===== config.mk =====
export PLATFORM = sky130hd
export DESIGN_NAME = fatct_ctrl
export DESIGN_NICKNAME = d
export VERILOG_FILES = /design/src/rtl/fatct_pkg.sv /design/src/rtl/fatct_ctrl.sv
export SDC_FILE = /design/constraint.sdc
export NUM_CORES = 1
export LEC_CHECK = 0
export ABC_AREA = 1
export BUFFER_PORTS_ARGS = -buffer_cell sky130_fd_sc_hd__buf_2
export CORE_AREA = 2 2 39 41
export DETAILED_ROUTE_END_ITERATION = 8
export DIE_AREA = 0 0 41 43
export PLACE_DENSITY_LB_ADDON = 0.2
export SYNTH_ARGS = -nofsm -noshare
export SYNTH_HDL_FRONTEND = slang
export SYNTH_SLANG_ARGS = --single-unit

===== constraint.sdc =====
create_clock -name clock -period 1.5 [get_ports clock]
set_input_delay 0.3 -clock clock [delete_from_list [all_inputs] [get_ports clock]]
set_output_delay 0.3 -clock clock [all_outputs]
set_load 0.01 [all_outputs]

===== src/rtl/fatct_pkg.sv =====
// ----------------------------------------------------------------------------
// fatct_pkg
// Types, widths and codes shared by the cluster chain table block.
// ----------------------------------------------------------------------------
package fatct_pkg;

   localparam int FAT_ENTRIES_DEFAULT = 65536;

   localparam int OP_W       = 2;
   localparam int CLUSTER_W  = 28;
   localparam int SECTOR_W   = 32;
   localparam int STATUS_W   = 2;
   localparam int CS_W       = 8;
   localparam int FEC_W      = 17;
   localparam int BOUND_W    = 29;
   localparam int CSR_DATA_W = 32;
   localparam int CSR_ADDR_W = 4;

   localparam logic [CLUSTER_W-1:0] END_MARK      = 28'hFFFFFF8;
   localparam logic [CLUSTER_W-1:0] FIRST_CLUSTER = 28'd2;

   localparam logic [OP_W-1:0] OP_LOOKUP = 2'd0;
   localparam logic [OP_W-1:0] OP_SET    = 2'd1;
   localparam logic [OP_W-1:0] OP_ALLOC  = 2'd2;
   localparam logic [OP_W-1:0] OP_FREE   = 2'd3;

   localparam logic [STATUS_W-1:0] ST_OK    = 2'd0;
   localparam logic [STATUS_W-1:0] ST_FULL  = 2'd1;
   localparam logic [STATUS_W-1:0] ST_RANGE = 2'd2;

   localparam logic [1:0] REG_DATA_START  = 2'd0;
   localparam logic [1:0] REG_CLUSTER_SEC = 2'd1;
   localparam logic [1:0] REG_ENTRY_COUNT = 2'd2;

   localparam logic [CS_W-1:0]  CS_RESET  = 8'd1;
   localparam logic [FEC_W-1:0] FEC_RESET = 17'd65536;

   typedef enum logic [2:0] {
      RK_LOOKUP,
      RK_ALLOC,
      RK_OK,
      RK_RANGE,
      RK_FULL
   } result_kind_type;

   typedef enum logic [2:0] {
      S_CLEAR,
      S_IDLE,
      S_DECODE,
      S_SCAN,
      S_ALLOC_WAIT,
      S_FREE_CHECK,
      S_FREE_DATA,
      S_DONE
   } ctrl_state_type;

   typedef struct packed {
      logic            load_req;
      logic            clr_step;
      logic            rd_cur;
      logic            set_write;
      logic            scan;
      logic            free_write;
      logic            kind_we;
      result_kind_type kind;
      logic            out_load;
   } dp_cmd_type;

   typedef struct packed {
      logic            clr_last;
      logic [OP_W-1:0] op;
      logic            in_range;
      logic            chain_end;
      logic            scan_found;
      logic            scan_empty;
      logic            out_free;
   } dp_sts_type;

endpackage


===== src/rtl/fatct_ctrl.sv =====
// ----------------------------------------------------------------------------
// fatct_ctrl
// Sequencer: clearing pass, decode, allocation scan, chain free, result hand-off.
// ----------------------------------------------------------------------------
module fatct_ctrl (
   input  logic                  clock,
   input  logic                  reset,
   input  logic                  req_valid,
   output logic                  req_ready,
   output fatct_pkg::dp_cmd_type cmd,
   input  fatct_pkg::dp_sts_type sts
);
   import fatct_pkg::*;

   ctrl_state_type state_ff, state_in;

   always_ff @(posedge clock) begin
      if (reset) begin
         state_ff <= S_CLEAR;
      end else begin
         state_ff <= state_in;
      end
   end

   always_comb begin
      state_in  = state_ff;
      cmd       = '0;
      cmd.kind  = RK_OK;
      req_ready = 1'b0;
      case (state_ff)
         S_CLEAR: begin
            cmd.clr_step = 1'b1;
            if (sts.clr_last) begin
               state_in = S_IDLE;
            end
         end
         S_IDLE: begin
            req_ready = 1'b1;
            if (req_valid) begin
               cmd.load_req = 1'b1;
               state_in     = S_DECODE;
            end
         end
         S_DECODE: begin
            cmd.kind_we = 1'b1;
            case (sts.op)
               OP_LOOKUP: begin
                  if (sts.in_range) begin
                     cmd.rd_cur = 1'b1;
                     cmd.kind   = RK_LOOKUP;
                  end else begin
                     cmd.kind = RK_RANGE;
                  end
                  state_in = S_DONE;
               end
               OP_SET: begin
                  if (sts.in_range) begin
                     cmd.set_write = 1'b1;
                     cmd.kind      = RK_OK;
                  end else begin
                     cmd.kind = RK_RANGE;
                  end
                  state_in = S_DONE;
               end
               OP_ALLOC: begin
                  cmd.kind_we = 1'b0;
                  state_in    = S_SCAN;
               end
               default: begin
                  cmd.kind_we = 1'b0;
                  state_in    = S_FREE_CHECK;
               end
            endcase
         end
         S_SCAN: begin
            cmd.scan = 1'b1;
            if (sts.scan_found) begin
               cmd.kind_we = 1'b1;
               cmd.kind    = RK_ALLOC;
               state_in    = S_ALLOC_WAIT;
            end else if (sts.scan_empty) begin
               cmd.kind_we = 1'b1;
               cmd.kind    = RK_FULL;
               state_in    = S_DONE;
            end
         end
         S_ALLOC_WAIT: begin
            state_in = S_DONE;
         end
         S_FREE_CHECK: begin
            if (sts.chain_end) begin
               cmd.kind_we = 1'b1;
               cmd.kind    = RK_OK;
               state_in    = S_DONE;
            end else if (!sts.in_range) begin
               cmd.kind_we = 1'b1;
               cmd.kind    = RK_RANGE;
               state_in    = S_DONE;
            end else begin
               cmd.rd_cur = 1'b1;
               state_in   = S_FREE_DATA;
            end
         end
         S_FREE_DATA: begin
            cmd.free_write = 1'b1;
            state_in       = S_FREE_CHECK;
         end
         S_DONE: begin
            if (sts.out_free) begin
               cmd.out_load = 1'b1;
               state_in     = S_IDLE;
            end
         end
         default: begin
            state_in = S_IDLE;
         end
      endcase
   end
endmodule


### Yosys cells after proc, flatten, opt, wreduce, memory -nomap -nowiden

Index checks and enable logic that the tools add are counted.

| cells by class | value |
|---|---|
| add/subtract/negate cells | 0 |
| multiply operators | 0 |
| divide/modulo/power cells | 0 |
| $lt $le $gt $ge | 0 |
| eq/ne operators | 13 |
| shift operators | 0 |
| mux-type cells | 32 |
| bitwise operators | 0 |
| reduce and logical (&&, ||, !) cells | 4 |

Operators by type and width:

| cell | count |
|---|---|
| 3-bit one-hot mux with 8 select lines | 1 |
| 3-bit two-way mux | 6 |
| 1-bit two-way mux | 16 |
| 4-bit two-way mux | 4 |
| 3-bit == test, second input constant | 4 |
| 3-bit one-hot mux with 2 select lines | 2 |
| 4-bit one-hot mux with 3 select lines | 1 |
| 3-bit by 2-bit == test with 1-bit output, second input constant | 2 |
| 2-bit inequality test, second input constant | 3 |
| 4-bit AND reduction | 1 |
| 3-bit by 1-bit == test with 1-bit output, second input constant | 1 |
| 3-bit zero test | 1 |
| 3-bit inequality test, second input constant | 1 |
| 2-bit by 1-bit == test with 1-bit output, second input constant | 1 |
| 2-bit == test, second input constant | 1 |
| 2-bit zero test | 1 |
| 2-bit two-way mux | 1 |
| 1-bit one-hot mux with 2 select lines | 1 |
| 2-bit OR reduction | 1 |

| storage, ports and cells | value |
|---|---|
| flip-flop bits (word level) | 3 |
| latch bits | 0 |
| bits in writable memories | 0 |
| bits in read-only memories | 0 |
| input bits | 11 |
| output and inout port bits | 12 |
| word-level logic and storage cells | 50 |
| memories kept | 0 |

### Longest topological paths before layout

| logic depth | value |
|---|---|
| word-level depth | 4 |
| gate-level depth with buffers | 8 |
| depth with buffers taken out | 7 |

### Worst setup path after synthesis

Ideal clock, no wire load.

| timing | value |
|---|---|
| path type | flip-flop to output port |
| start | reg state_ff[0] |
| end | out cmd[1] (netlist name) |
| data arrival time | 0.924 ns |
| required time | 1.200 ns |
| setup slack | 0.276 ns |
| cell stages (with the launch flop) | 7 |
| path buffers | 1 |
| cell sequence | dfxtp_1 buf_6 inv_4 nand3_4 nor2_1 a21oi_1 o22ai_1 |

RTL lines:

| element | line | RTL |
|---|---|---|
| start: declaration | fatct_ctrl.sv:15 | `ctrl_state_type state_ff, state_in;` |
| start signal: assignment | fatct_ctrl.sv:21 | `state_ff <= state_in;` |
| end: declaration | fatct_ctrl.sv:10 | `output fatct_pkg::dp_cmd_type cmd,` |

==> metrics.csv <==
metric;value;unit
status;completed;
Worst R2R End;state_ff[2];
Total Wirelength;1141;um
fin util;50.36;%
clk sink count;3;
synth unique cells;22;
Final setup viols;0;
P_leak;0.4327;nW
Worst Hold Class;input pin to flop;
crit path capture type;output port;
layout cells sized above 1;49.56;%
worst-path cell chain;inv_2 -> nand3_2 -> inv_2 -> a21oi_2 -> o22ai_2 -> buf_2;
hold endpoint;state_ff[1];
FF-to-FF path depth;7;
Area Growth Syn to Fin;42.09;%
Skew-Pair Late Insertion Delay;0.24;ns
GRT Resource Usage Total;14.94;%
die height;43;um
commonest non-fill, non-tap cell in the layout;buf_2;
Clock Path Buffers;2;
highest clock rate;688.1;MHz
post-DR wirelength/cell;8.845;um
post-synth top area share;12.24;%
unrepaired setup endpoints after global routing;yes;
fin. max-slew vios;0;
Avg Cell Area, Syn;5.909;sq um
Post-Synthesis Cells;83;
Top reg by flops;state_ff;
first-pass GRT wire length;1828;um
drt pass-1 iters;3;
antenna violation net count after detailed routing;0;
initial antenna violation count;0;
Seq/Total Area, Yosys;12.24;%
number of hold buffers added after CTS;0;
most frequent cells in the layout;buf_2, nand2_1, nor2_1, inv_1, buf_4;
# port buffers;22;
Clock Skew;0.007409;ns
Crit-path slowest cell;dfxtp_4;
die area;1763;sq um
Final period util;96.88;%
Data required, critical path;1.20;ns
syn nets;94;
min-delay src;reset;
Seq cells post-synth;3;
Cell Area, Synth;490.5;sq um
DRC Markers;0;
max FFs per register;3;
ANT cells;0;
Max FO, Critical Path;6;
dpl hpwl;983.3;um
Via density;4.543;
R2R setup slack;0.36;ns
FF-to-FF Start;state_ff[0];
Startpoint Class;flop;
CORE AREA;1384;sq um
Top FF cell, synth;dfxtp_1;
GPL Wtd Cong;0.7532;
Async SR Flop Fraction;0;%
Clock transition at path regs;0.04;ns
Pwr Density;1181;nW/um^2
Root Driver;clkbuf_4;
die width;41;um
top flop regs;state_ff x3;
min Tclk post-route;1.453;ns
Top cell by count, worst path;inv_2;
hold path cells;2;
main area contributors after synthesis;dfxtp_1, nand2_1, nor2_1;
Syn. warnings;0;
# IOs;23;
CP peak stage delay;0.39;ns
CTS tree;yes;
worst vdd ir;485.0;uV
grt ovf;0;
CTS H-tree lvls;1;
initial core utilization;35.44;%
Sum Neg Setup Slack;0;ns
DRT iter0 DRCs;4;
routed via count;586;
Worst Path Class, Setup;flop to output port;
vias in the first global route;500;
Yosys top cell by area;dfxtp_1;
nets;125;
Worst-Margin Slew;0.2130;ns
CTS buffer count;3;
Slew headroom;85.75;%
Post-synth EDFFs;0;
endpoints failing hold;0;
Std-Cell Rows;14;
pin count of the biggest net entering global routing;7;
Max Cap Viol;0;
crit path DAT;1.15;ns
[where the power goes]
part	internal, mW	switching [mW]	leakage, nW
Clock	0.0997	0.0430	0.0150
Combinational	0.223	0.294	0.391
Sequential	0.114	0.0481	0.0267
[cell type report]
cell class / count / area (sq um)
fill: 153 / 686.9
timing repair buffer: 29 / 162.7
clock buffer: 4 / 26.28
tap: 16 / 20.02
multi-input combinational: 59 / 341.6
inverter: 18 / 75.07
sequential: 3 / 71.32
[worst max-delay path by stage]
stage	startpoint	end	cells past startpoint
2_1_floorplan	state_ff[0]	cmd[1]	6
3_3_place_gp	state_ff[1]	cmd[8]	5
3_5_place_dp	state_ff[1]	cmd[1]	6
4_1_cts	state_ff[0]	cmd[1]	6
5_1_grt	state_ff[1]	cmd[1]	6
6_report	state_ff[1]	cmd[1]	6
[synth_stat cells, types with 2 or more instances]
master / n
nand3_2: 2
nand2_2: 3
nand4_1: 2
inv_1: 14
a21oi_1: 4
nand2_1: 16
nor2_1: 15
buf_6: 3
inv_2: 2
dfxtp_1: 3
nand3_1: 5
o21ai_0: 2
nor2_4: 3
[routing by layer]
| layer | track usage [%] | vias to the layer above | share of wire (%) |
|---|---|---|---|
| met1 | 17.63 | 246 | 44 |
| li1 | - | 317 | - |
| met5 | 0 | - | 0 |
| met2 | 24.69 | 21 | 48 |
| met3 | 1.571 | 2 | 6.2 |
| met4 | 8.000 | 0 | 1.1 |
[critical path: cells and delay by family (launching register included)]
kind / cells / cell delay [ns]
AND/OR/NAND/NOR: 1 / 0.08
flip-flops: 1 / 0.39
buffers and inverters: 3 / 0.25
AO/OA/AOI/OAI: 2 / 0.21
[repair_timing]
action                     4_1_cts  5_1_grt
resized for setup                3       10
setup endpoints to repair        9        6
setup buffers                    0        2
pin swaps                        0        5
gates cloned                     0        0
[stage by stage]
step | power, mW | hold WS (ns) | worst slack [ns] | area, sq um | cells
detailed placement | 0.6417 | 0.4957 | 0.1634 | 624.3 | 123
global route | 0.8981 | 0.2541 | -0.02921 | 696.9 | 129
global placement | 0.6373 | 0.4941 | 0.1771 | 624.3 | 123
CTS | 0.7953 | 0.2433 | 0.01148 | 654.4 | 127
finish | 0.8228 | 0.2469 | 0.04682 | 696.9 | 129
floorplan | 0.5219 | 0.3691 | 0.2758 | 490.5 | 83
[cell families after synthesis]
kind of cell / synth area share, %
flops: 12.25
compound gates: 8.930
buf+inv: 22.20
simple gates: 56.63
Power figures use the tool's default switching activity.
