File: config.mk
export PLATFORM = sky130hd
export DESIGN_NAME = fatct_csr
export DESIGN_NICKNAME = d
export VERILOG_FILES = /design/src/rtl/fatct_pkg.sv /design/src/rtl/fatct_csr.sv
export SDC_FILE = /design/constraint.sdc
export NUM_CORES = 1
export LEC_CHECK = 0
export ABC_CLOCK_PERIOD_IN_PS = 3530
export BUFFER_PORTS_ARGS = -buffer_cell sky130_fd_sc_hd__buf_4
export CAP_MARGIN = 20
export CORE_AREA = 2 2 99 77
export CTS_BUF_LIST = sky130_fd_sc_hd__clkbuf_8
export DETAILED_ROUTE_END_ITERATION = 16
export DIE_AREA = 0 0 101 79
export PLACE_DENSITY = 0.84
export SETUP_SLACK_MARGIN = 0.15
export SYNTH_ARGS = -nofsm -noshare
export SYNTH_HDL_FRONTEND = slang
export SYNTH_SLANG_ARGS = --single-unit
export TNS_END_PERCENT = 20
File: constraint.sdc
create_clock -name clock -period 3.53 [get_ports clock]
set_input_delay 0.1765 -clock clock [delete_from_list [all_inputs] [get_ports clock]]
set_output_delay 0.1765 -clock clock [all_outputs]
set_load 0.02 [all_outputs]
File: src/rtl/fatct_pkg.sv
// ----------------------------------------------------------------------------
// fatct_pkg
// Types, widths and codes shared by the cluster chain table block.
// ----------------------------------------------------------------------------
package fatct_pkg;

   localparam int FAT_ENTRIES_DEFAULT = 65536;

   localparam int OP_W       = 2;
   localparam int CLUSTER_W  = 28;
   localparam int SECTOR_W   = 32;
   localparam int STATUS_W   = 2;
   localparam int CS_W       = 8;
   localparam int FEC_W      = 17;
   localparam int BOUND_W    = 29;
   localparam int CSR_DATA_W = 32;
   localparam int CSR_ADDR_W = 4;

   localparam logic [CLUSTER_W-1:0] END_MARK      = 28'hFFFFFF8;
   localparam logic [CLUSTER_W-1:0] FIRST_CLUSTER = 28'd2;

   localparam logic [OP_W-1:0] OP_LOOKUP = 2'd0;
   localparam logic [OP_W-1:0] OP_SET    = 2'd1;
   localparam logic [OP_W-1:0] OP_ALLOC  = 2'd2;
   localparam logic [OP_W-1:0] OP_FREE   = 2'd3;

   localparam logic [STATUS_W-1:0] ST_OK    = 2'd0;
   localparam logic [STATUS_W-1:0] ST_FULL  = 2'd1;
   localparam logic [STATUS_W-1:0] ST_RANGE = 2'd2;

   localparam logic [1:0] REG_DATA_START  = 2'd0;
   localparam logic [1:0] REG_CLUSTER_SEC = 2'd1;
   localparam logic [1:0] REG_ENTRY_COUNT = 2'd2;

   localparam logic [CS_W-1:0]  CS_RESET  = 8'd1;
   localparam logic [FEC_W-1:0] FEC_RESET = 17'd65536;

   typedef enum logic [2:0] {
      RK_LOOKUP,
      RK_ALLOC,
      RK_OK,
      RK_RANGE,
      RK_FULL
   } result_kind_type;

   typedef enum logic [2:0] {
      S_CLEAR,
      S_IDLE,
      S_DECODE,
      S_SCAN,
      S_ALLOC_WAIT,
      S_FREE_CHECK,
      S_FREE_DATA,
      S_DONE
   } ctrl_state_type;

   typedef struct packed {
      logic            load_req;
      logic            clr_step;
      logic            rd_cur;
      logic            set_write;
      logic            scan;
      logic            free_write;
      logic            kind_we;
      result_kind_type kind;
      logic            out_load;
   } dp_cmd_type;

   typedef struct packed {
      logic            clr_last;
      logic [OP_W-1:0] op;
      logic            in_range;
      logic            chain_end;
      logic            scan_found;
      logic            scan_empty;
      logic            out_free;
   } dp_sts_type;

endpackage

File: src/rtl/fatct_csr.sv
// ----------------------------------------------------------------------------
// fatct_csr
// Configuration registers on an APB-style port; derives the table bound.
// ----------------------------------------------------------------------------
module fatct_csr #(
   parameter int FAT_ENTRIES = fatct_pkg::FAT_ENTRIES_DEFAULT
) (
   input  logic                                clock,
   input  logic                                reset,
   input  logic                                psel,
   input  logic                                penable,
   input  logic                                pwrite,
   input  logic [fatct_pkg::CSR_ADDR_W-1:0]    paddr,
   input  logic [fatct_pkg::CSR_DATA_W-1:0]    pwdata,
   output logic [fatct_pkg::CSR_DATA_W-1:0]    prdata,
   output logic                                pready,
   output logic [fatct_pkg::SECTOR_W-1:0]      data_start_sector,
   output logic [fatct_pkg::CS_W-1:0]          cluster_sectors,
   output logic [fatct_pkg::BOUND_W-1:0]       table_bound
);
   import fatct_pkg::*;

   localparam logic [BOUND_W-1:0] ENTRIES_B = BOUND_W'(FAT_ENTRIES);

   logic [SECTOR_W-1:0] dss_ff, dss_in;
   logic [CS_W-1:0]     cs_ff, cs_in;
   logic [FEC_W-1:0]    fec_ff, fec_in;
   logic                wr_strobe;
   logic [1:0]          reg_idx;

   assign pready    = 1'b1;
   assign reg_idx   = paddr[3:2];
   assign wr_strobe = psel && penable && pwrite;

   always_comb begin
      dss_in = dss_ff;
      cs_in  = cs_ff;
      fec_in = fec_ff;
      if (wr_strobe) begin
         case (reg_idx)
            REG_DATA_START:  dss_in = pwdata;
            REG_CLUSTER_SEC: cs_in  = pwdata[CS_W-1:0];
            REG_ENTRY_COUNT: fec_in = pwdata[FEC_W-1:0];
            default: ;
         endcase
      end
   end

   always_ff @(posedge clock) begin
      if (reset) begin
         dss_ff <= '0;
         cs_ff  <= CS_RESET;
         fec_ff <= FEC_RESET;
      end else begin
         dss_ff <= dss_in;
         cs_ff  <= cs_in;
         fec_ff <= fec_in;
      end
   end

   always_comb begin
      case (reg_idx)
         REG_DATA_START:  prdata = dss_ff;
         REG_CLUSTER_SEC: prdata = CSR_DATA_W'(cs_ff);
         REG_ENTRY_COUNT: prdata = CSR_DATA_W'(fec_ff);
         default:         prdata = '0;
      endcase
   end

   always_comb begin
      if (fec_ff == '0 || BOUND_W'(fec_ff) > ENTRIES_B) begin
         table_bound = ENTRIES_B;
      end else begin
         table_bound = BOUND_W'(fec_ff);
      end
   end

   assign data_start_sector = dss_ff;
   assign cluster_sectors   = cs_ff;
endmodule

Yosys cells after proc, flatten, opt, wreduce, memory -nomap -nowiden:

Cells that the tools add are included.

* magnitude comparators: 1
* equality and inequality tests: 2
* multiplexer cells: 2
* reduce and logical (&&, ||, !) cells: 8

Operators with widths (count)
* $pmux W32 S3: 1
* $gt A17 B17 Y1 const B: 1
* $logic_not A17 Y1: 1
* $mux W17: 1
* $reduce_and A2 Y1: 3
* $eq A2 B1 Y1 const B: 1
* $eq A2 B2 Y1 const B: 1
* $logic_and A1 B1 Y1: 2
* $logic_not A2 Y1: 1
* $logic_or A1 B1 Y1: 1

* output and inout bits: 102
* bits in registers: 57
* logic and storage cells: 16
* input bits: 41

Depth between registers and ports, before layout:

Gate-level depths: netlist (run 1).

* depth in word-level cells: 3
* depth in mapped cells: 6
* gate-level depth less buffers: 4

Worst setup path after synthesis (run 1):

Ideal clock, no wire load.

* path type: reg-to-output
* start point: register fec_ff[3]
* end point: output table_bound[10] (netlist name)
* arrival time: 1581 ps
* stages on the path, launching flop included: 6
* buffers on the path: 1
* required time: 3354 ps
* slack: 1772 ps
* cell sequence: dfxtp_1 nor4_1 nand4_1 ha_1 clkbuf_1 nor2b_1

* cells in the longest elaborated chain, start to end: 3
* elaborated cells between the ends (all ways): 4
* classes of those cells: order compare (1); mux (1); reduce/logical (2)

Ends and longest elaborated chain
* start: declaration: RTL line fatct_csr.sv:27 `logic [FEC_W-1:0] fec_ff, fec_in;`
* start signal: assignment: RTL line fatct_csr.sv:57 `fec_ff <= fec_in;`
* $gt A17 B17 Y1 / $logic_not A17 Y1 (equally long branches): RTL line fatct_csr.sv:71 `if (fec_ff == '0 || BOUND_W'(fec_ff) > ENTRIES_B) begin`
* $logic_or A1 B1 Y1 *: RTL line fatct_csr.sv:71
* $mux W17 *: RTL line fatct_csr.sv:71
* end: declaration: RTL line fatct_csr.sv:19 `output logic [fatct_pkg::BOUND_W-1:0] table_bound`

Mark *: on every way between the ends. The rest lies on a longest branch, timed or not.

Worst setup path in the final report (run 1):

* start point: register fec_ff[11]
* end point: output table_bound[1] (netlist name)

The elaborated chain is that of the path after synthesis.

==> summary.txt, run 1 <==
Status: completed
Detailed Route Iter0 Violations: 94
Post-synth top cells: nand2b_1 (87), mux2i_1 (74), dfxtp_1 (57), buf_4 (18), nor2b_1 (16)
Drc violations: 0
Count leader, synth: nand2b_1
Max Clock Freq: 433.5 MHz
CP Launch Type: register
Worst reg2reg path endpoint: data_start_sector[15]
Die Span Y: 79 um
Antenna violations before repair: 0
Core area: 7094 um^2
EDFF count, synth: 0
Die span in x: 101 um
Largest net degree at the start of global routing: 92
Worst clock skew: 0 ps
Site Rows: 27
Sinks on the clock net: 57
Reg-to-reg slack, setup: 2840 ps
Initial Util: 43.25%
CTS Buffer Depth: 2
Vias/cell: 4.740
#FFs+latches synth: 57
Number of buffers created by CTS: 9
Async set or reset register ratio after synthesis: 0%
Critical Path Sink Type: output pin
Gr usage total: 19.15%
Leakage power total: 2.023 nW
Slew margin rel.: 36.51%
Post-CTS setup buffer count: 0
Pre-Repair DR Iteration Count: 4
Clock transition at path regs: 70 ps
Share of cells above drive strength 1: 32.37%
Final period utilization: 65.34%
GRT overflow: 0
Final Hold Fails: 0
CP Class: reg -> out
Fill cell count: 624
Total wire length: 7474 um
Buf/Inv on CP: 1
Synth top area cells: dfxtp_1 (37%), mux2i_1 (24%), nand2b_1 (18%)
CTS tree: built
Mean area per synthesized cell: 9.297 um^2
Layout Utilization: 58.94%
Max stage delay on crit path: 630 ps
Number of global-route vias before repair: 2525
Clock Latency Late Sink: 320 ps
Antenna cells: 0
Hold_sp: pwdata[16]
Sequential-to-total area share from yosys stat: 37.19%
Final #Nets: 488
Synth Instances: 330
Cell count of the worst hold path: 3
Pwr dens: 353.5 nW/um^2
Die Area: 7979 um^2
Max IR drop VDD: 0.1801 mV
Drt wl/cell: 13.89 um
Slew @ Worst Pin: 949.3 ps
Slew Limit Fails: 0
Hold Crit Class: in -> reg
Io pins: 143
R2R cell count: 2
Final Hold Slack: 113.0 ps
Delay-heaviest family, CP: simple AND/OR/NAND/NOR gates
# hold bufs at CTS: 0
H-Tree Depth: 3
Via count: 2550
Dominant cell type by area after synthesis: dfxtp_1
Crit path cell chain: nor4_1 > nand4_1 > ha_1 > nor2b_1 > buf_4
IO Port Bufs: 127
Max-cap viol count: 0
Most used DFF post-synth: dfxtp_1
Tmin final: 2307 ps
First-pass GRT wire length: 12050 um
Synth Cell Area: 3068 um^2
Critical register-to-register path startpoint: data_start_sector[15]
Area Growth Syn to Fin: 36.30%
Resized Gates After CTS: 0
Distinct cells, synth: 22
Post-DRT Antenna Nets: 0
Worst path slowest cell: ha_1
Final GP Congestion: 0.7793
Setup TNS Final: 0 ps
RSZ-0062 raised after global routing: no
Synth top area share: 37.19%
Synth warnings: 0
Critical Path AT: 2130 ps
Crit-path max FO: 16
WP data required: 3350 ps
Setup violations, final: 0
Root buffer cell: clkbuf_8
Hold endpoint: fec_ff[16]
Post-DP HPWL: 5323 um
per-stage QoR:
stage                     std cells  power [W]  worst slack, ps  cell area [um^2]
after global routing            538   0.001547            956.6              4182
after detailed placement        522  0.0008479             1543              3971
after global placement          522  0.0008436             1573              3971
after floorplan                 341  0.0007921             1772              3109
after CTS                       538   0.001497             1179              4182
final                           538   0.001478             1223              4182
layout by cell type (no fill, tap or decap), types with 3 or more instances in the layout:
cell	instances
nand2b_1	87
inv_1	3
conb_1	13
and2_1	15
dfxtp_1	57
nor2b_1	16
clkbuf_8	9
nor2_1	14
buf_4	130
o21ai_0	7
clkinv_2	3
mux2i_1	74
nor4_1	4
nand2_1	8
where the power goes:
group | internal [W] | leakage, nW | total (W) | switching (W)
combinational | 0.0000795 | 1.45 | 0.000174 | 0.0000940
sequential | 0.000652 | 0.460 | 0.000659 | 0.00000725
clock | 0.000391 | 0.110 | 0.000646 | 0.000255
per-layer routing:
metal	track usage, %	share of wire [%]	vias up
met3	4.842	5.5	4
met1	22.85	44	1183
li1	-	-	1281
met5	0	0	-
met4	7.027	0.52	0
met2	33.27	50	82
flip-flops by register name, summed over array words and instances (netlist names):
| register | flops |
|---|---|
| fec_ff | 17 |
| data_start_sector | 32 |
| cluster_sectors | 8 |
layout make-up:
| cell class | instances | area (um^2) | area share [%] |
|---|---|---|---|
| clock buffers | 9 | 123.9 | 2.962 |
| clock inverters | 7 | 86.33 | 2.065 |
| inverters | 2 | 7.507 | 0.1795 |
| multi-input cells | 246 | 1738 | 41.56 |
| flip-flops and latches | 57 | 1141 | 27.29 |
| well taps | 87 | 108.9 | 2.603 |
| repair buffers | 130 | 975.9 | 23.34 |
kinds of logic after synthesis:
logic type	share of synthesized area (%)
AO/OA/AOI/OAI	1.305
adder cells (fa/ha/maj)	0.4078
buffers and inverters	7.504
flip-flops	37.19
multiplexers	24.14
other	0.2448
AND/OR/NAND/NOR	29.20
worst max path at each step:
stage,end,slack [ps],cells after the start,startpoint
5_1_grt,table_bound[0],960,5,fec_ff[11]
4_1_cts,table_bound[1],1180,5,fec_ff[11]
3_3_place_gp,table_bound[0],1570,5,fec_ff[11]
3_5_place_dp,table_bound[1],1540,5,fec_ff[11]
2_1_floorplan,table_bound[10],1770,5,fec_ff[3]
6_report,table_bound[1],1220,5,fec_ff[11]
tightest hold or removal path, stage by stage:
cell and delay, ps:
buf_4 80, nor2_1 30, mux2i_1 100
No activity file was read; power rests on OpenSTA's default activity.
==> run 2: changes to the inputs <==
--- a/config.mk
+++ b/config.mk
@@ -5,14 +5,15 @@
 export SDC_FILE = /design/constraint.sdc
 export NUM_CORES = 1
 export LEC_CHECK = 0
-export ABC_CLOCK_PERIOD_IN_PS = 3530
+export ABC_AREA = 1
+export ABC_CLOCK_PERIOD_IN_PS = 2050
 export BUFFER_PORTS_ARGS = -buffer_cell sky130_fd_sc_hd__buf_4
 export CAP_MARGIN = 20
-export CORE_AREA = 2 2 99 77
+export CORE_AREA = 2 2 100 78
 export CTS_BUF_LIST = sky130_fd_sc_hd__clkbuf_8
 export DETAILED_ROUTE_END_ITERATION = 16
-export DIE_AREA = 0 0 101 79
-export PLACE_DENSITY = 0.84
+export DIE_AREA = 0 0 102 80
+export PLACE_DENSITY = 0.85
 export SETUP_SLACK_MARGIN = 0.15
 export SYNTH_ARGS = -nofsm -noshare
 export SYNTH_HDL_FRONTEND = slang
==> constraint.sdc (replaced) <==
create_clock -name clock -period 2.05 [get_ports clock]
set_input_delay 0.1025 -clock clock [delete_from_list [all_inputs] [get_ports clock]]
set_output_delay 0.1025 -clock clock [all_outputs]
set_load 0.02 [all_outputs]
==> run 2 against run 1 <==
Net effect:
- cell area increased by 8.3%
- first-iteration DRC count rose by 54%
- die area up 2.3%
- synthesized cell count up 47%
- total power grew 95%
- clock-buffer cell count increased by 2
- sequential share of layout area down 2.0 points
- routed wire length is 21% higher
- hold slack got worse by 84 ps
- via count is 30% higher
- largest power group is now the clock network
==> summary.txt, run 2 <==
Distinct cells, synth: 22
Pwr dens: 637.0 nW/um^2
Tmin final: 1882 ps
Count leader, synth: nor2_1
CP Class: reg -> out
Synth warnings: 0
Worst path slowest cell: dfxtp_1
Share of cells above drive strength 1: 33.12%
Detailed Route Iter0 Violations: 145
Dominant cell type by area after synthesis: dfxtp_1
Clock transition at path regs: 70 ps
Die span in x: 102 um
Via count: 3321
Io pins: 143
Finished Cell Area: 4528 um^2
Clock Latency Late Sink: 320 ps
Dpl cells: 691
Number of global-route vias before repair: 2972
CP Launch Type: register
Number of buffers created by CTS: 9
Buf/Inv on CP: 3
Area Growth Syn to Fin: 47.90%
Mean area per synthesized cell: 6.300 um^2
Final GP Congestion: 0.8030
Hold_sp: pwdata[0]
Hold Crit Class: in -> reg
Final period utilization: 91.82%
Die Span Y: 80 um
Synth top area share: 37.27%
Die Area: 8160 um^2
Synth top area cells: dfxtp_1 (37%), nor2_1 (18%), nand2_1 (10%)
Critical register-to-register path startpoint: cluster_sectors[0]
Crit path cell chain: inv_2 > nand4_1 > nor2_1 > nand2_1 > ha_4 > buf_12 > nor2_4 > buf_6
Max stage delay on crit path: 320 ps
CTS Buffer Depth: 2
M2 GR Usage: 38.09%
Antenna cells: 0
Synth Cell Area: 3062 um^2
First-pass GRT wire length: 13860 um
Sequential-to-total area share from yosys stat: 37.27%
Async set or reset register ratio after synthesis: 0%
H-Tree Depth: 3
Setup violations, final: 0
Largest net degree at the start of global routing: 56
Crit-path max FO: 8
Critical Path Sink Type: output pin
IO Port Bufs: 127
Initial Util: 42.75%
Post-DRT Antenna Nets: 0
Pre-Repair DR Iteration Count: 4
Total wire length: 9056 um
CTS tree: built
Gr usage total: 21.61%
Cell Area, Placed: 3995 um^2
Most common cell after layout, fill and taps aside: nor2_1
Delay-heaviest family, CP: simple AND/OR/NAND/NOR gates
Slew @ Worst Pin: 777.0 ps
Slew Limit Fails: 0
Gr busiest metal: met2
Worst Setup SP: fec_ff[11]
Root buffer cell: clkbuf_8
#FFs+latches synth: 57
Met1 Use GR: 25.64%
Max reg flops: 32
Final Hold Fails: 0
Met3 global-route usage: 7.706%
Slew margin rel.: 47.88%
Site Rows: 27
Leakage power total: 2.138 nW
Status: completed
Max IR drop VDD: 0.3394 mV
WP data required: 1950 ps
Worst clock skew: 0 ps
Max-cap viol count: 0
Layout Utilization: 63.22%
Post-Layout Cell Count: 717
Critical Path AT: 1780 ps
Setup TNS Final: 0 ps
Core area: 7162 um^2
Synth Instances: 486
EDFF count, synth: 0
Most frequent cells in the layout: nor2_1 (127), buf_4 (120), nand2_1 (85)
RSZ-0062 raised after global routing: yes
Post-DP HPWL: 6249 um
Antenna violations before repair: 0
Most used DFF post-synth: dfxtp_1
Drt wl/cell: 12.63 um
Final #Nets: 653
Drc violations: 0
Post-synth top cells: nor2_1 (144), nand2_1 (85), inv_1 (67), dfxtp_1 (57), nand3_1 (57)
Vias/cell: 4.632
GRT overflow: 0
Max Clock Freq: 531.2 MHz
Sinks on the clock net: 57
## run 2: cell types whose count changed after synthesis, sizes merged, moves of 57 or more
cell	change
inv	+67
mux2i	-74
nand2	+79
nand2b	-87
nand3	+57
nor2	+136
## run 2: path summary, 6_finish.rpt
check	cells after the start	to	slack, ps
worst max register to register	2	cluster_sectors[0]	1360
worst max-delay path	8	table_bound[5]	170
worst min register to register	2	fec_ff[2]	480
worst min-delay path	3	cluster_sectors[0]	30
## run 2: area by class of cell
| cell class | count | area, um^2 |
|---|---|---|
| fill | 669 | 2634 |
| clock buffer | 11 | 151.4 |
| sequential | 57 | 1145 |
| multi-input combinational | 332 | 1585 |
| tap | 101 | 126.4 |
| inverter | 69 | 259.0 |
| clock inverter | 5 | 78.83 |
| timing repair buffer | 142 | 1182 |
## run 2: layer usage
layer | vias to the layer above | wire (um)
li1 | 1697 | -
met1 | 1490 | 3798
met2 | 130 | 4441
met3 | 4 | 780
met4 | 0 | 34
met5 | - | 0
## run 2: stage by stage
stage,hold WS [ps],setup slack [ps],power (W)
global route,12.93,61.32,0.003017
finish,29.29,167.6,0.002884
floorplan,228.7,418.3,0.001449
detailed placement,338.1,167.8,0.001595
global placement,327.4,206.4,0.001586
CTS,6.749,116.1,0.002797
## run 2: tightest hold or removal path: stages
cell,delay (ps)
buf_4,90
nand2_1,50
nand3_1,80
## run 2: kinds of logic (layout without fill, tap and decap cells)
group	after synthesis	count (layout)	share of synthesized area, %
fa+ha+maj	1	1	0.4086
flops	57	57	37.27
compound gates	19	19	3.760
simple gates	299	299	41.44
other cells	2	13	0.2453
buf+inv	108	227	16.88
## run 2: timing repair
action / in CTS / in global routing
hold buffers: 1 / 0
resized for setup: 2 / 74
endpoints found under the setup margin: 16 / 16
pin swaps: 0 / 19
buffers inserted: 0 / 9
endpoints found under the hold margin: 1 / 0
## run 2: power breakdown
group / internal (W) / switching, W / total (W)
clock network: 0.000746 / 0.000438 / 0.00118
logic: 0.000216 / 0.000333 / 0.000549
registers: 0.00113 / 0.0000184 / 0.00115
==> run 3: changes to the inputs <==
--- a/config.mk
+++ b/config.mk
@@ -5,15 +5,13 @@
 export SDC_FILE = /design/constraint.sdc
 export NUM_CORES = 1
 export LEC_CHECK = 0
-export ABC_AREA = 1
 export ABC_CLOCK_PERIOD_IN_PS = 2050
 export BUFFER_PORTS_ARGS = -buffer_cell sky130_fd_sc_hd__buf_4
 export CAP_MARGIN = 20
-export CORE_AREA = 2 2 100 78
-export CTS_BUF_LIST = sky130_fd_sc_hd__clkbuf_8
+export CORE_AREA = 2 2 102 80
 export DETAILED_ROUTE_END_ITERATION = 16
-export DIE_AREA = 0 0 102 80
-export PLACE_DENSITY = 0.85
+export DIE_AREA = 0 0 104 82
+export PLACE_DENSITY = 0.82
 export SETUP_SLACK_MARGIN = 0.15
 export SYNTH_ARGS = -nofsm -noshare
 export SYNTH_HDL_FRONTEND = slang
==> run 3 against run 2 <==
Net effect:
- hold slack improved by 15 ps
- clock power fell by 26%
- final cell count shrank 22%
- die area increased by 4.5%
- sequential cell count unchanged
- total power fell by 19%
- via count shrank 21%
- register-to-register slack lost 50 ps
- sequential share of layout area is 1.5 points higher
- cell area is 5.0% lower
- critical path depth shrank 2
- critical endpoint is now table_bound[2]
==> summary.txt, run 3 (synthesized netlist as in run 1, its figures left out) <==
Finished Cell Area: 4300 um^2
CTS tree: built
Status: completed
Hold Crit Class: in -> reg
Clock transition at path regs: 60 ps
Post-Layout Cell Count: 561
Post-DRT Antenna Nets: 0
Reg area: 1151 um^2
Largest net degree at the start of global routing: 92
CTS Buffer Depth: 2
Antenna cells: 0
H-Tree Depth: 3
Met3 wire length: 413 um
CP Class: reg -> out
RSZ-0062 raised after global routing: yes
Final period utilization: 96.92%
Critical Path Sink Type: output pin
GRT overflow: 0
Multi-input logic area: 1817 um^2
Final Hold Fails: 0
Clock Latency Late Sink: 320 ps
Most frequent cells in the layout: buf_4 (133), nand2b_1 (87), mux2i_1 (74)
Die Area: 8528 um^2
Total wire length: 7961 um
Slew Limit Fails: 0
DR top layer: met4
Slew margin rel.: 56.62%
Final #Nets: 494
Io pins: 143
Slew @ Worst Pin: 650.7 ps
Share of cells above drive strength 1: 35.96%
CP Launch Type: register
First-pass GRT wire length: 12100 um
Core area: 7567 um^2
Most common cell after layout, fill and taps aside: buf_4
WL met2: 3996 um
Drt wl/cell: 14.19 um
Metal-1 WL: 3472 um
Gr usage total: 18.03%
Cell Area, Placed: 4001 um^2
Number of global-route vias before repair: 2459
Tmin final: 1987 ps
PnR Total Power: 0.002347 W
# hold bufs at CTS: 0
Final GP Congestion: 0.7725
Number of buffers created by CTS: 9
Max IR drop VDD: 0.3683 mV
Worst clock skew: 0 ps
Detailed Route Iter0 Violations: 73
Pre-Repair DR Iteration Count: 4
WP data required: 1950 ps
Area Growth Syn to Fin: 40.17%
Root buffer cell: clkbuf_8
Die span in x: 104 um
Vias/cell: 4.693
Setup violations, final: 0
Critical Path AT: 1880 ps
Sinks on the clock net: 57
Via count: 2633
Initial Util: 40.54%
Leakage power total: 2.059 nW
Max Clock Freq: 503.3 MHz
Crit-path max FO: 6
Site Rows: 28
Antenna violations before repair: 0
Max reg flops: 32
Die Span Y: 82 um
Dpl cells: 541
Fill cell count: 694
Pwr dens: 545.7 nW/um^2
Drc violations: 0
Max-cap viol count: 0
IO Port Bufs: 127
Post-DP HPWL: 5481 um
-- run 3: cell count changes in the layout (fill, tap and decap cells not counted), moves of 12 or more --
cell | before | now
nand3_1 | 57 | 1
nor2_4 | 20 | 0
buf_6 | 17 | 3
nor2b_1 | 0 | 12
nand2_1 | 85 | 8
buf_4 | 120 | 133
and2_1 | 0 | 15
inv_1 | 51 | 2
mux2i_1 | 0 | 74
nand2b_1 | 0 | 87
nor2_1 | 127 | 14
inv_2 | 18 | 0
-- run 3: final cells by class --
class                   instances  area share [%]
multi-input cells             246           42.25
clock inverters                 4          0.4655
inverters                       2          0.1746
well taps                     105           3.055
repair buffers                136           24.00
flip-flops and latches         57           26.77
clock buffers                  11           3.288
-- run 3: through the flow --
step	TNS (ps)	worst slack [ps]	hold slack, ps	util, %
2_1_floorplan	0	366.3	257.8	-
3_3_place_gp	0	180.0	363.6	52.88
3_5_place_dp	0	146.9	373.4	52.88
4_1_cts	0	84.72	24.13	55.42
5_1_grt	-241.3	-59.35	21.99	56.83
6_report	0	63.14	43.85	56.83
-- run 3: path summary, 6_finish.rpt --
| kind | from | endpoint | slack (ps) | depth (start not counted) |
|---|---|---|---|---|
| worst max-delay path | fec_ff[14] | table_bound[2] | 60 | 6 |
| worst min-delay path | pwdata[0] | cluster_sectors[0] | 40 | 3 |
| worst min register to register | data_start_sector[18] | data_start_sector[18] | 490 | 2 |
| worst max register to register | fec_ff[4] | fec_ff[4] | 1310 | 3 |
-- run 3: layer usage --
layer	vias up	global-route usage [%]
li1	1299	-
met1	1241	21.03
met2	85	31.32
met3	8	5.714
met4	0	7.297
met5	-	0
-- run 3: power breakdown --
group          leakage (nW)  switching (W)  internal [W]  total, W
logic                  1.51       0.000178      0.000162  0.000339
clock network        0.0887       0.000417      0.000456  0.000873
registers             0.463      0.0000142       0.00112   0.00113
total                  2.06       0.000609       0.00174   0.00235
-- run 3: critical path: stages, from the launching register on --
cell,delay [ps]
dfxtp_2,350
nor4_4,300
nand4_1,190
ha_4,290
buf_6,130
nor2b_1,130
buf_4,160
-- run 3: repair_timing --
item / 4_1_cts / 5_1_grt
endpoints found under the hold margin: 0 / 0
endpoints found under the setup margin: 16 / 16
gates resized for setup: 5 / 19
pin swaps: 0 / 5
setup buffers: 0 / 5
gates cloned: 0 / 0
